--- config.mk ---
export PLATFORM = sky130hd
export DESIGN_NAME = rspd_in_stage_flat
export DESIGN_NICKNAME = d
export VERILOG_FILES = /design/src/rtl/rspd_req_if.sv /design/src/rtl/rspd_in_stage.sv /design/src/flat_wrapper.sv
export SDC_FILE = /design/constraint.sdc
export NUM_CORES = 1
export LEC_CHECK = 0
export BUFFER_PORTS_ARGS = -buffer_cell sky130_fd_sc_hd__buf_2
export CAP_MARGIN = 0
export CORE_AREA = 2 2 39 41
export DETAILED_ROUTE_END_ITERATION = 8
export DIE_AREA = 0 0 41 43
export PLACE_DENSITY = 0.6
export SLEW_MARGIN = 30
export SYNTH_ARGS = -nofsm -noshare
export SYNTH_HDL_FRONTEND = slang
export SYNTH_SLANG_ARGS = --single-unit
--- constraint.sdc ---
create_clock -name clock -period 1.28 [get_ports clock]
set_clock_uncertainty 0.05 [all_clocks]
set_input_delay 0.064 -clock clock [delete_from_list [all_inputs] [get_ports clock]]
set_output_delay 0.064 -clock clock [all_outputs]
set_load 0.1 [all_outputs]
--- src/rtl/rspd_req_if.sv ---
`default_nettype none
// ----------------------------------------------------------------------------
// Receive channel
// Valid/ready channel that carries one received link character per word.
// ----------------------------------------------------------------------------
interface rspd_req_if;
   logic       valid;
   logic       ready;
   logic [7:0] rx_byte;

   modport source (output valid, output rx_byte, input ready);
   modport sink   (input valid, input rx_byte, output ready);
endinterface
`default_nettype wire

--- src/rtl/rspd_in_stage.sv ---
`default_nettype none
// ----------------------------------------------------------------------------
// Deframer input stage
// Registers one received character and holds it until the decoder takes it.
// ----------------------------------------------------------------------------
module rspd_in_stage (
   input  wire logic   clock,
   input  wire logic   reset,
   rspd_req_if.sink    req_ch,
   input  wire logic   take,
   output logic        item_valid,
   output logic [7:0]  item_byte
);

   logic       valid_ff;
   logic       valid_in;
   logic [7:0] byte_ff;
   logic       load;

   assign req_ch.ready = !valid_ff || take;
   assign load         = req_ch.valid && req_ch.ready;

   always_comb begin
      valid_in = valid_ff;
      if (load) begin
         valid_in = 1'b1;
      end else if (take) begin
         valid_in = 1'b0;
      end
   end

   always_ff @(posedge clock) begin
      if (reset) begin
         valid_ff <= 1'b0;
      end else begin
         valid_ff <= valid_in;
      end
   end

   always_ff @(posedge clock) begin
      if (load) begin
         byte_ff <= req_ch.rx_byte;
      end
   end

   assign item_valid = valid_ff;
   assign item_byte  = byte_ff;

endmodule
`default_nettype wire

--- src/flat_wrapper.sv ---
// flat-port wrapper written by rule: the top's interface ports become plain ports
module rspd_in_stage_flat 
  (clock, reset, take, item_valid, item_byte, req_ch_valid, req_ch_rx_byte, req_ch_ready);
  rspd_req_if req_ch_i ();
  input  wire logic clock;
  input  wire logic reset;
  input  wire logic take;
  output logic item_valid;
  output logic [7:0] item_byte;
  input wire logic [$bits(req_ch_i.valid)-1:0] req_ch_valid;
  input wire logic [$bits(req_ch_i.rx_byte)-1:0] req_ch_rx_byte;
  output wire logic [$bits(req_ch_i.ready)-1:0] req_ch_ready;
  assign req_ch_i.valid = req_ch_valid;
  assign req_ch_i.rx_byte = req_ch_rx_byte;
  assign req_ch_ready = req_ch_i.ready;
  rspd_in_stage u_core (.clock(clock), .reset(reset), .req_ch(req_ch_i), .take(take), .item_valid(item_valid), .item_byte(item_byte));
endmodule
After elaboration in Yosys (flattened, before gate mapping)
Cells that the tools add are included. W data, S select, Z words.

$add $sub $neg: 0. $mul: 0. Div/mod/pow operators: 0. $lt $le $gt $ge: 0. Equality and inequality tests: 0. Shift-type cells: 0. Multiplexer cells: 2. Bitwise gates (word level): 0. Reduce and logical (&&, ||, !) cells: 4.

Operators by type and width (number): $mux W1 (2); $reduce_bool A2 Y1 (1); $logic_and A1 B1 Y1 (1); $logic_not A1 Y1 (1); $logic_or A1 B1 Y1 (1).

Bits in registers: 9. Bits in latches: 0. RAM bits: 0. Bits in read-only memories: 0. Bits of input ports: 12. Output and inout port bits: 10. Logic and storage cells: 8. Memories: 0.

Longest topological paths before layout
Depth after elaboration: 4. Depth in mapped cells: 2. Mapped depth without buffers: 2.

Least setup slack after synthesis
No wires, ideal clock.

Path kind: reg2reg. Start: register u_core.valid_ff (netlist: u_core.item_valid). End: register u_core.byte_ff[0] (netlist: u_core.item_byte[0]), enable pin. Library setup time: 0.249 ns. Data arrival time: 1.670 ns. Data required time: 0.981 ns. Setup slack: -0.689 ns. Cell stages (with the launch flop): 3. Buffers on the path: 0. Period minus slack after synthesis: 1.969 ns. Path through: dfxtp_1 > nand2b_4 > and2_4.

Longest elaborated chain between the ends: 3.

RTL lines: from (decl) (line rspd_in_stage.sv:15) `logic valid_ff;`; from (signal assigned) (line rspd_in_stage.sv:36) `valid_ff <= valid_in;`; $logic_not A1 Y1 (line rspd_in_stage.sv:20) `assign req_ch.ready = !valid_ff || take;`; $logic_or A1 B1 Y1 (line rspd_in_stage.sv:20); named net req_ch_ready (line flat_wrapper.sv:12) `output wire logic [$bits(req_ch_i.ready)-1:0] req_ch_ready;`; $logic_and A1 B1 Y1 (line rspd_in_stage.sv:21) `assign load = req_ch.valid && req_ch.ready;`; named net u_core.load (line rspd_in_stage.sv:18) `logic load;`; to (signal assigned) (line rspd_in_stage.sv:42) `byte_ff <= req_ch.rx_byte;`; to (decl) (line rspd_in_stage.sv:17) `logic [7:0] byte_ff;`.

The timed path passes the listed nets, and every way through them passes these cells. A chain may end at the register's enable or synchronous reset.

Worst setup path after layout
Start: input reset. End: register u_core.valid_ff (netlist: u_core.item_valid).

RTL lines: from (decl) (line flat_wrapper.sv:6) `input wire logic reset;`.

No word-level cell between the ends.

==> out/qor.txt <==
status: complete, no violations
Syn Inst Count: 13
worst setup path class: in -> reg
Design Area, Final: 551 um^2
antenna violations before repair: 0
Initial Utilization: 21.3%
Routed Antenna Nets: 0
buffers added on ports: 21
f_max: 824 MHz
DRT iter0 DRCs: 3
Netlist cell types: 6
Rows: 14
DIE HEIGHT: 43 um
post-synthesis register bit count: 9
later-pin clock latency in the skew report: 0.26 ns
syn_nets: 25
Lkg Pwr: 0.245 nW
placed cell areas: 424 um^2
most numerous cell in the Yosys netlist: edfxtp_1
required time of the worst setup path: 1.43 ns
unrepaired setup endpoints after global routing: no
die area: 0.00176 mm^2
final number of max-transition violations: 0
relative slew slack: 67.5%
final WL: 616 um
maximum vdd ir drop: 0.000531 V
Synth async-reset ratio: 0%
yosys warns: 0
vias after detailed routing: 229
Placer Congestion: 0.550
number of enable flip-flop cells after synthesis: 8
Max Buffers Root-to-Sink: 2
final hold vios: 0
GRT Resource Usage Total: 7.54%
sequential share of the synthesized area: 88.1%
clock transition at the registers of the reported paths: 0.06 ns
Tightest Pin Transition: 0.491 ns
Critical Path End Type: register
most area-hungry cell type in the Yosys netlist: edfxtp_1
Setup violations, final: 0
syn_area_per_cell: 22.7 um^2
first-pass GRT wire length: 821 um
min Tclk post-route: 1.21 ns
fin nets: 61
Vias/cell: 3.58
Root Buffer: clkbuf_4
Die W: 41 um
setup ws final: 0.0671 ns
CP max FO: 1
Power Dens Cells: 1390 mW/mm^2
worst hold path class: in -> reg
share of layout cells above drive strength 1: 58.3%
I/O pins: 22
GRT overflow: 0
# fillers: 137
Place WS: 0.333 ns
maxcap violations: 0
vias in the first global route: 213
period utilisation layout: 94.8%
largest net degree at the start of global routing: 9
Critical Path Source Type: input pin
post-route setup TNS: 0 ns
Cell Area, Synth: 295 um^2
CTS tree: built
DR WL/cell: 9.63 um
Main synth FF type: edfxtp_1
Core Footprint: 0.00138 mm^2
n_diodes: 0
Area growth syn-to-layout: 86.4%
H-tree Lvls: 1
DR DRC count: 0
top cells by area, synth: edfxtp_1 (81%), dfxtp_1 (6.8%), nand2b_4 (4.7%)
Sink Count: 9
Pre-antenna DRT Iters: 2
CTS buffer count: 3
total power draw: 0.000767 W
Yosys top cell area share: 81.4%
Worst Path Arrival: 1.37 ns
-- path summary, 6_finish.rpt --
path,from,slack [ns],to,depth (start not counted)
worst max-delay path,reset,0.07,u_core.item_valid,4
worst min-delay path,req_ch_valid,0.18,u_core.item_byte[3],2
worst max register to register,u_core.item_valid,0.10,u_core.item_valid,3
worst min register to register,u_core.item_valid,0.70,u_core.item_byte[3],2
-- cells in the final DEF, fill, tap and decap left out --
| cell type | synthesis | layout |
|---|---|---|
| buf_2 | 0 | 21 |
| dlygate4sd3_1 | 0 | 10 |
| edfxtp_1 | 8 | 8 |
| clkbuf_4 | 0 | 3 |
| nand2b_4 | 1 | 1 |
| and2_4 | 1 | 1 |
| inv_1 | 1 | 1 |
| a21oi_2 | 1 | 1 |
| clkbuf_1 | 0 | 1 |
| dfxtp_4 | 0 | 1 |
-- final cells by class --
class	count	area (um^2)	share of cell area [%]
Multi-Input combinational cell	3	31.3	5.68
Sequential cell	9	264	48.0
Timing Repair Buffer	31	205	37.3
Inverter	1	3.75	0.682
Tap cell	16	20.0	3.64
Clock buffer	4	26.3	4.77
-- report_power, final --
| part | switching, W | total [W] | internal [W] |
|---|---|---|---|
| logic | 0.000155 | 0.000205 | 0.0000500 |
| registers | 0.00000483 | 0.000344 | 0.000339 |
| clock network | 0.0000975 | 0.000218 | 0.000120 |
| total | 0.000257 | 0.000767 | 0.000509 |
-- per-stage QoR --
step	instances	hold WS, ns	util [%]
after CTS	64	0.173	39.8
after global routing	64	0.184	39.8
after global placement	50	0.171	30.7
after floorplan	13	0.0673	-
after detailed placement	50	0.173	30.7
final	64	0.176	39.8
-- flip-flops by register name, indices dropped and copies added (netlist names) --
| name | cells |
|---|---|
| u_core.item_byte | 8 |
| u_core.item_valid | 1 |
-- worst max-delay path: stages --
cell and delay, ns:
dlygate4sd3_1 0.54, buf_2 0.13, a21oi_2 0.09, dlygate4sd3_1 0.54
-- timing repair --
item	4_1_cts	5_1_grt
hold endpoints to repair	9	0
setup buffers	0	0
resized for setup	0	0
hold buffers	10	0
-- kinds of logic after synthesis --
kind of cell | after synthesis | synth area share (%)
flops | 9 | 88.1
simple gates | 2 | 7.63
compound gates | 1 | 2.97
buf+inv | 1 | 1.27
-- routing by layer --
| metal | track usage (%) | vias to the layer above | part of all wire, % |
|---|---|---|---|
| met5 | 0 | - | 0 |
| met4 | 2.00 | 0 | 0 |
| met3 | 6.28 | 0 | 17 |
| met2 | 11.9 | 21 | 42 |
| met1 | 7.09 | 90 | 41 |
| li1 | - | 118 | - |
(Power assumes the default switching activity.)
