File: src/rtl/rspd_pkg.sv
`default_nettype none
// ----------------------------------------------------------------------------
// Remote serial packet deframer package
// Shared types, character codes and the hex digit decoder.
// ----------------------------------------------------------------------------
package rspd_pkg;

   localparam int MAX_BODY = 1024;
   localparam int CNT_W    = $clog2(MAX_BODY + 1);
   localparam int LEN_W    = 11;

   localparam logic [7:0] CH_START = 8'h24;
   localparam logic [7:0] CH_END   = 8'h23;

   typedef enum logic [1:0] {
      PH_HUNT = 2'd0,
      PH_BODY = 2'd1,
      PH_HI   = 2'd2,
      PH_LO   = 2'd3
   } phase_type;

   typedef enum logic [1:0] {
      EV_BYTE = 2'd0,
      EV_GOOD = 2'd1,
      EV_BAD  = 2'd2,
      EV_ERR  = 2'd3
   } event_type;

   typedef struct packed {
      logic             valid;
      event_type        event_res;
      logic [7:0]       data_byte;
      logic [LEN_W-1:0] body_length;
   } rsp_word_type;

   typedef struct packed {
      logic       ok;
      logic [3:0] value;
   } hex_type;

   function automatic hex_type hex_decode(input logic [7:0] c);
      hex_type h;
      h.ok    = 1'b1;
      h.value = 4'd0;
      if (c >= 8'h30 && c <= 8'h39) begin
         h.value = 4'(c - 8'h30);
      end else if (c >= 8'h41 && c <= 8'h46) begin
         h.value = 4'(c - 8'h37);
      end else if (c >= 8'h61 && c <= 8'h66) begin
         h.value = 4'(c - 8'h57);
      end else begin
         h.ok = 1'b0;
      end
      return h;
   endfunction

endpackage
`default_nettype wire

File: src/rtl/rspd_decode.sv
`default_nettype none
// ----------------------------------------------------------------------------
// Deframer decoder
// Packet phase, running checksum and body count; one character per take.
// ----------------------------------------------------------------------------
module rspd_decode
   import rspd_pkg::*;
(
   input  wire logic   clock,
   input  wire logic   reset,
   input  wire logic   take,
   input  wire logic [7:0] rx_byte,
   output rsp_word_type result
);

   phase_type        phase_ff, phase_in;
   logic [7:0]       sum_ff, sum_in;
   logic [3:0]       nibble_ff, nibble_in;
   logic [CNT_W-1:0] count_ff, count_in;
   hex_type          hex;

   assign hex = hex_decode(rx_byte);

   always_comb begin
      phase_in  = phase_ff;
      sum_in    = sum_ff;
      nibble_in = nibble_ff;
      count_in  = count_ff;
      result    = '{valid: 1'b0, event_res: EV_BYTE, data_byte: 8'd0,
                    body_length: '0};
      case (phase_ff)
         PH_HUNT: begin
            if (rx_byte == CH_START) begin
               phase_in = PH_BODY;
               sum_in   = 8'd0;
               count_in = '0;
            end else begin
               result.valid     = 1'b1;
               result.event_res = EV_ERR;
            end
         end
         PH_BODY: begin
            if (rx_byte == CH_END) begin
               phase_in = PH_HI;
            end else if (count_ff >= CNT_W'(MAX_BODY)) begin
               phase_in         = PH_HUNT;
               result.valid     = 1'b1;
               result.event_res = EV_ERR;
            end else begin
               sum_in           = sum_ff + rx_byte;
               count_in         = count_ff + 1'b1;
               result.valid     = 1'b1;
               result.event_res = EV_BYTE;
               result.data_byte = rx_byte;
            end
         end
         PH_HI: begin
            if (hex.ok) begin
               nibble_in = hex.value;
               phase_in  = PH_LO;
            end else begin
               phase_in         = PH_HUNT;
               result.valid     = 1'b1;
               result.event_res = EV_ERR;
            end
         end
         PH_LO: begin
            phase_in     = PH_HUNT;
            result.valid = 1'b1;
            if (!hex.ok) begin
               result.event_res = EV_ERR;
            end else if ({nibble_ff, hex.value} == sum_ff) begin
               result.event_res   = EV_GOOD;
               result.body_length = LEN_W'(count_ff);
            end else begin
               result.event_res = EV_BAD;
            end
         end
         default: begin
            phase_in = PH_HUNT;
         end
      endcase
   end

   always_ff @(posedge clock) begin
      if (reset) begin
         phase_ff  <= PH_HUNT;
         sum_ff    <= 8'd0;
         nibble_ff <= 4'd0;
         count_ff  <= '0;
      end else if (take) begin
         phase_ff  <= phase_in;
         sum_ff    <= sum_in;
         nibble_ff <= nibble_in;
         count_ff  <= count_in;
      end
   end

endmodule
`default_nettype wire

File: config.mk
export PLATFORM = sky130hd
export DESIGN_NAME = rspd_decode
export DESIGN_NICKNAME = d
export VERILOG_FILES = /design/src/rtl/rspd_pkg.sv /design/src/rtl/rspd_decode.sv
export SDC_FILE = /design/constraint.sdc
export NUM_CORES = 1
export LEC_CHECK = 0
export BUFFER_PORTS_ARGS = -buffer_cell sky130_fd_sc_hd__buf_2
export CAP_MARGIN = 20
export CORE_MARGIN = 8
export CORE_UTILIZATION = 51
export DETAILED_ROUTE_END_ITERATION = 8
export PLACE_DENSITY = 0.78
export SLEW_MARGIN = 20
export SYNTH_ARGS = -nofsm -noshare
export SYNTH_HDL_FRONTEND = slang
export SYNTH_SLANG_ARGS = --single-unit
File: constraint.sdc
create_clock -name clock -period 4.6 [get_ports clock]
set_input_delay 1.38 -clock clock [delete_from_list [all_inputs] [get_ports clock]]
set_output_delay 1.38 -clock clock [all_outputs]
set_load 0.005 [all_outputs]
Word level (Yosys, flattened, before mapping)
Cells that the tools add are included.
Widths: inputs -> output; s select.
{"block": "totals", "reg_bits": 25, "inputBits": 11, "word_cells": 65}
{"block": "classes", "addsub": 5, "order_cmp": 7, "eq_ne": 10, "n_mux": 31, "reduce_logical": 8}
{"cell": "$mux 11", "n": 7}
{"cell": "$mux 8", "n": 5}
{"cell": "$pmux 11 s2", "n": 1}
{"cell": "$eq 8x6->1 const B", "n": 2}
{"cell": "$ge 8x7->1 const B", "n": 2}
{"cell": "$le 8x7->1 const B", "n": 2}
{"cell": "$pmux 8 s2", "n": 1}
{"cell": "$mux 2", "n": 7}
{"cell": "$mux 4", "n": 3}
{"cell": "$pmux 3 s4", "n": 1}
{"cell": "$add 11x1->11 const B", "n": 1}
{"cell": "$ge 11x11->1 const B", "n": 1}
{"cell": "$add 8x8->8", "n": 1}
{"cell": "$eq 8x8->1", "n": 1}
{"cell": "$ge 8x6->1 const B", "n": 1}
{"cell": "$le 8x6->1 const B", "n": 1}
{"cell": "$pmux 2 s4", "n": 1}
{"cell": "$sub 4x3->4 const B", "n": 2}
{"cell": "$mux 3", "n": 2}
{"cell": "$ne 2x2->1 const B", "n": 3}
{"cell": "$reduce_and 3->1", "n": 2}
{"cell": "$reduce_and 5->1", "n": 1}
{"cell": "$eq 2x2->1 const B", "n": 2}
{"cell": "$sub 4x1->4 const B", "n": 1}
{"cell": "6 further kinds", "n": 10}

Longest topological paths before layout
{"block": "logic_depth", "word_depth": 9, "depth_mapped": 9, "ltp_nobuf": 8}

Worst setup path before layout
No wires, ideal clock.
{"block": "synth_timing", "kind": "input -> output", "startpoint": "in rx_byte[0]", "endpoint": "out result[19] in the netlist's numbering", "t_arrival_ns": 3.367, "path_slack_ns": -0.147, "stages": 8, "n_path_buf": 0, "cell_sequence": "inv_1 ha_1 o21bai_1 a211oi_1 or3_1 a221o_4 or3_4 a21oi_2"}
{"item": "start, declared", "line_no": "rspd_decode.sv:12", "source": "input wire logic [7:0] rx_byte,"}
{"item": "end, declared", "line_no": "rspd_decode.sv:13", "source": "output rsp_word_type result"}

==> flow_results.org <==
** Drt
- For this block, the via count after detailed routing is 1962.
- Wires add up to 5370 um.
- In the routed layout, each cell is associated on average with a via count of 5.61.
- For this run, design rule violations remaining after detail routing come to 0.
- After detailed routing, the average wire length per cell comes to 15.4 um.
- First DRT Iteration DRCs :: 139
- Post-route ant nets :: 0
- Iteration count of the initial detailed-routing pass :: 5

** Global routing
- Summed over all layers, the global routing overflow is 0.
- Entering global routing, the biggest net connects 23 pins.
- First-pass GRT wire length :: 9200 um
- Tot GR Track Use :: 18.2%
- The number of antenna violations at the first check in global routing is 0.
- The via count of the first global-routing pass is 1936.

** Clocking
- TritonCTS built the clock tree.
- Longest Clk Path Bufs :: 2
- The tree built by TritonCTS fans out to 25 sinks.
- Clock tree root buffer cell :: sky130_fd_sc_hd__clkbuf_8
- Clock buffers created by TritonCTS :: 3
- Clock-pin slew was measured on the worst setup and hold paths at 0.09 ns.
- CTS built an H-tree with a depth of 1.
- Clock Latency Late Sink :: 0.27 ns
- Post-CTS Hold Buffers :: 0

** Timing
- Fin crit share :: 109%
- The count of final max-slew check failures is 0.
- At the pin with the least slew margin, the transition time is 0.668 ns.
- Setup WS post-layout :: -0.416 ns
- Fin crit period :: 5.02 ns
- Timing would allow up to 199 MHz.
- Final hold viol count :: 0
- Setup violations, final :: 13
- Worst clock skew :: 0.00111 ns
- Measured against its own limit, the worst slew margin works out to 55.4%.
- Unrepaired setup endpoints after global routing :: true

** Pwr
- Combinational logic burns 14.7% of the power.
- For this design the ratio of total power to cell area is 167 nW/um2.
- Portion of total power attributed to sequential cells :: 52.3%
- Maximum VDD drop :: 0.000159 V
- Summed over all nets, the switching power comes to 0.106 mW.
- Leakage dissipation :: 1.04 nW
- Internal power summed over all cells :: 0.307 mW
- Overall power consumption :: 0.413 mW
- Switching power as a share of total power :: 25.7%
- Clock power frac :: 32.9%

** Finish
- Leaving out filler cells and counting taps, the final layout contains 350.
- Design area :: 2470 um2
- Final #Nets :: 327
- Count of filler cells inserted in the layout :: 305
- Ant diodes :: 0
- Area added between synthesis and finish :: 27.9%
- Fraction of layout instances using a drive strength above 1 :: 30.1%

** Yosys
- After synthesis, the share of flip-flops with an asynchronous set or reset is 0%.
- After synthesis, the largest family of logic cells by area is simple AND/OR/NAND/NOR gates.
- The synthesized netlist devotes 17.3% of its cell area to compound gates.
- Post-Synthesis Cells :: 241
- After synthesis, flip-flops and latches occupy 25.9% of the total area.
- Area share of fa/ha/maj cells after synthesis :: 8.80%
- Number of synthesized register bits :: 25
- The portion of synthesized area spent on multiplexers is 0%.
- Cell variety after synth :: 51
- Fraction of the mapped netlist area in simple logic gates :: 36.9%
- Netlist area before placement :: 1930 um2
- In this run, synthesis inferred 0 flip-flops with an integrated enable.
- The Yosys step of the flow raised 0 warnings.
- The most used flip-flop cell after synthesis is sky130_fd_sc_hd__dfxtp_1.
- A synthesized cell averages 8.03 um2.
- Counting every net in the synthesized netlist gives 265.
- Post-Synth XOR/XNOR Area :: 7.70%

** Place
- Buffers placed on the I/O ports in this run total 32.
- Worst setup timing slack at the placement stage :: -0.483 ns
- After detailed placement, the total cell area comes to 2370 um2.
- At the end of routability-driven placement, the weighted congestion stood at 0.884.
- Detailed placer's ending HPWL :: 4210 um
- After detailed placement, the design holds a cell count of 345.

** Floorplan
- Once the floorplan was initialized, standard cells occupied 52.8% of the core.
- Die area :: 6020 um2
- Core ar. :: 3660 um2
- The die is 77.6 um wide.
- After floorplanning, the core was divided into 22 placement rows.
- Number of ports placed on the die boundary :: 33
- Floorplan die height :: 77.6 um

** Critical path
- Critical Path Start Type :: input pin
- In this run the worst path has a maximum fanout of 4.
- Endpoint arrival time on the critical path :: 3.64 ns
- At the worst endpoint, the required time is 3.22 ns.
- The critical path is of the input pin to output pin type.
- Critical Path End Type :: output pin

** Status
- Outcome :: finished with violations
- The checks that failed: setup timing.

** Worst hold path
- In this run the worst hold path is classified as flop to flop.

** Run
- Max-cap violations in this run came to 0.
kinds of logic after synthesis:
family | after synthesis
and+or+nand+nor | 122
AOI/OAI and AO/OA | 47
xor gates and xnor gates | 17
buffers and inverters | 17
DFF | 25
adders and majority gates | 13
synthesized netlist by cell type (2+ instances only):
library cell	count	area (um2)
sky130_fd_sc_hd__nor4_1	5	31.3
sky130_fd_sc_hd__ha_1	12	150
sky130_fd_sc_hd__o21ai_1	3	15.0
sky130_fd_sc_hd__o21bai_1	3	22.5
sky130_fd_sc_hd__clkbuf_1	6	22.5
sky130_fd_sc_hd__xnor2_1	8	70.1
sky130_fd_sc_hd__nand3b_1	2	15.0
sky130_fd_sc_hd__a21o_1	3	22.5
sky130_fd_sc_hd__nor3_1	11	55.1
sky130_fd_sc_hd__a21oi_2	2	17.5
sky130_fd_sc_hd__xor2_1	9	78.8
sky130_fd_sc_hd__inv_1	10	37.5
sky130_fd_sc_hd__nor3b_1	3	22.5
sky130_fd_sc_hd__o21ai_0	4	20.0
sky130_fd_sc_hd__nand2b_1	2	12.5
sky130_fd_sc_hd__nor2_1	26	97.6
sky130_fd_sc_hd__o21a_1	2	15.0
sky130_fd_sc_hd__a211oi_1	3	22.5
sky130_fd_sc_hd__nand2_1	17	63.8
sky130_fd_sc_hd__nand4_1	7	43.8
sky130_fd_sc_hd__nand3_1	9	45.0
sky130_fd_sc_hd__a211o_1	2	17.5
sky130_fd_sc_hd__dfxtp_1	25	500
sky130_fd_sc_hd__or3_1	4	25.0
sky130_fd_sc_hd__nand4b_1	3	26.3
sky130_fd_sc_hd__nor2b_1	2	12.5
sky130_fd_sc_hd__and2_1	13	81.3
sky130_fd_sc_hd__a21oi_1	15	75.1
sky130_fd_sc_hd__nor3_2	4	40.0
sky130_fd_sc_hd__and3_1	5	31.3
power by group through the flow:
stage | clock network [mW] | registers, mW | logic, mW
3_3_place_gp | 0 | 0.221 | 0.0551
4_1_cts | 0.140 | 0.216 | 0.0584
3_5_place_dp | 0 | 0.221 | 0.0558
6_report | 0.136 | 0.216 | 0.0608
5_1_grt | 0.149 | 0.216 | 0.0662
2_1_floorplan | 0 | 0.221 | 0.0280
area by class of cell:
class	instances	area, um2	share of cell area [%]
sequential	25	500	20.2
clock inverter	1	7.51	0.303
multi-input combinational	199	1420	57.4
inverter	10	37.5	1.52
timing repair buffer	64	407	16.4
clock buffer	3	41.3	1.67
tap	48	60.1	2.43
placed cells by master (no fill, tap or decap), types with 3 or more instances in the layout:
master	synthesis	routed
sky130_fd_sc_hd__ha_1	12	10
sky130_fd_sc_hd__xnor2_1	8	8
sky130_fd_sc_hd__a21o_1	3	3
sky130_fd_sc_hd__buf_4	1	32
sky130_fd_sc_hd__nor3b_1	3	3
sky130_fd_sc_hd__clkbuf_8	0	3
sky130_fd_sc_hd__nand3_1	9	9
sky130_fd_sc_hd__nor3_1	11	10
sky130_fd_sc_hd__nand4_1	7	7
sky130_fd_sc_hd__buf_2	0	31
sky130_fd_sc_hd__nor3_2	4	5
sky130_fd_sc_hd__nand4b_1	3	3
sky130_fd_sc_hd__nor2_1	26	26
sky130_fd_sc_hd__a21oi_1	15	15
sky130_fd_sc_hd__o21ai_0	4	4
sky130_fd_sc_hd__and3_1	5	5
sky130_fd_sc_hd__xor2_1	9	9
sky130_fd_sc_hd__nand2_1	17	17
sky130_fd_sc_hd__inv_1	10	8
sky130_fd_sc_hd__or3_1	4	4
sky130_fd_sc_hd__and2_1	13	13
sky130_fd_sc_hd__nor4_1	5	5
sky130_fd_sc_hd__dfxtp_1	25	25
routing by layer:
layer	global-route usage (%)	wire length, um	vias to the layer above
met3	3.00	367	5
met1	23.7	2440	895
li1	-	-	1001
met4	8.30	69	0
met2	28.4	2490	61
met5	0	0	-
flip-flops by register name (all words and copies together), names as in the netlist:
name	flops
count_ff	11
phase_ff	2
nibble_ff	4
sum_ff	8
through the flow:
stage                     utilization, %  TNS [ns]  hold slack, ns
after floorplan                        -     -1.09           0.454
after global placement              64.8     -4.67           0.470
after detailed placement            64.8     -5.26           0.484
after CTS                           66.8     -4.79           0.498
after global routing                67.6     -5.90           0.537
final                               67.6     -4.93           0.494
path summary, 6_finish.rpt:
path / startpoint / end / slack [ns] / cells after the start
hold / removal: count_ff[1]$_SDFFE_PP0P_ / count_ff[1]$_SDFFE_PP0P_ / 0.49 / 2
hold reg to reg: count_ff[1]$_SDFFE_PP0P_ / count_ff[1]$_SDFFE_PP0P_ / 0.49 / 2
setup reg to reg: phase_ff[0]$_SDFFE_PP0P_ / count_ff[6]$_SDFFE_PP0P_ / 2.08 / 8
setup / recovery: rx_byte[3] / result[0] / -0.42 / 8
timing repair:
item                       in CTS  in global routing
gates resized for setup         7                  3
setup endpoints to repair      13                 14
pin swaps                       5                  6
setup buffers                   1                  2
critical path, stage by stage:
cell and delay (ns):
sky130_fd_sc_hd__buf_6 0.09, sky130_fd_sc_hd__or4b_4 0.56, sky130_fd_sc_hd__or4_4 0.54, sky130_fd_sc_hd__a21oi_2 0.15, sky130_fd_sc_hd__a2bb2o_4 0.25, sky130_fd_sc_hd__or3_4 0.37
sky130_fd_sc_hd__nor3_2 0.16, sky130_fd_sc_hd__buf_2 0.13
Power figures use the tool's default switching activity.
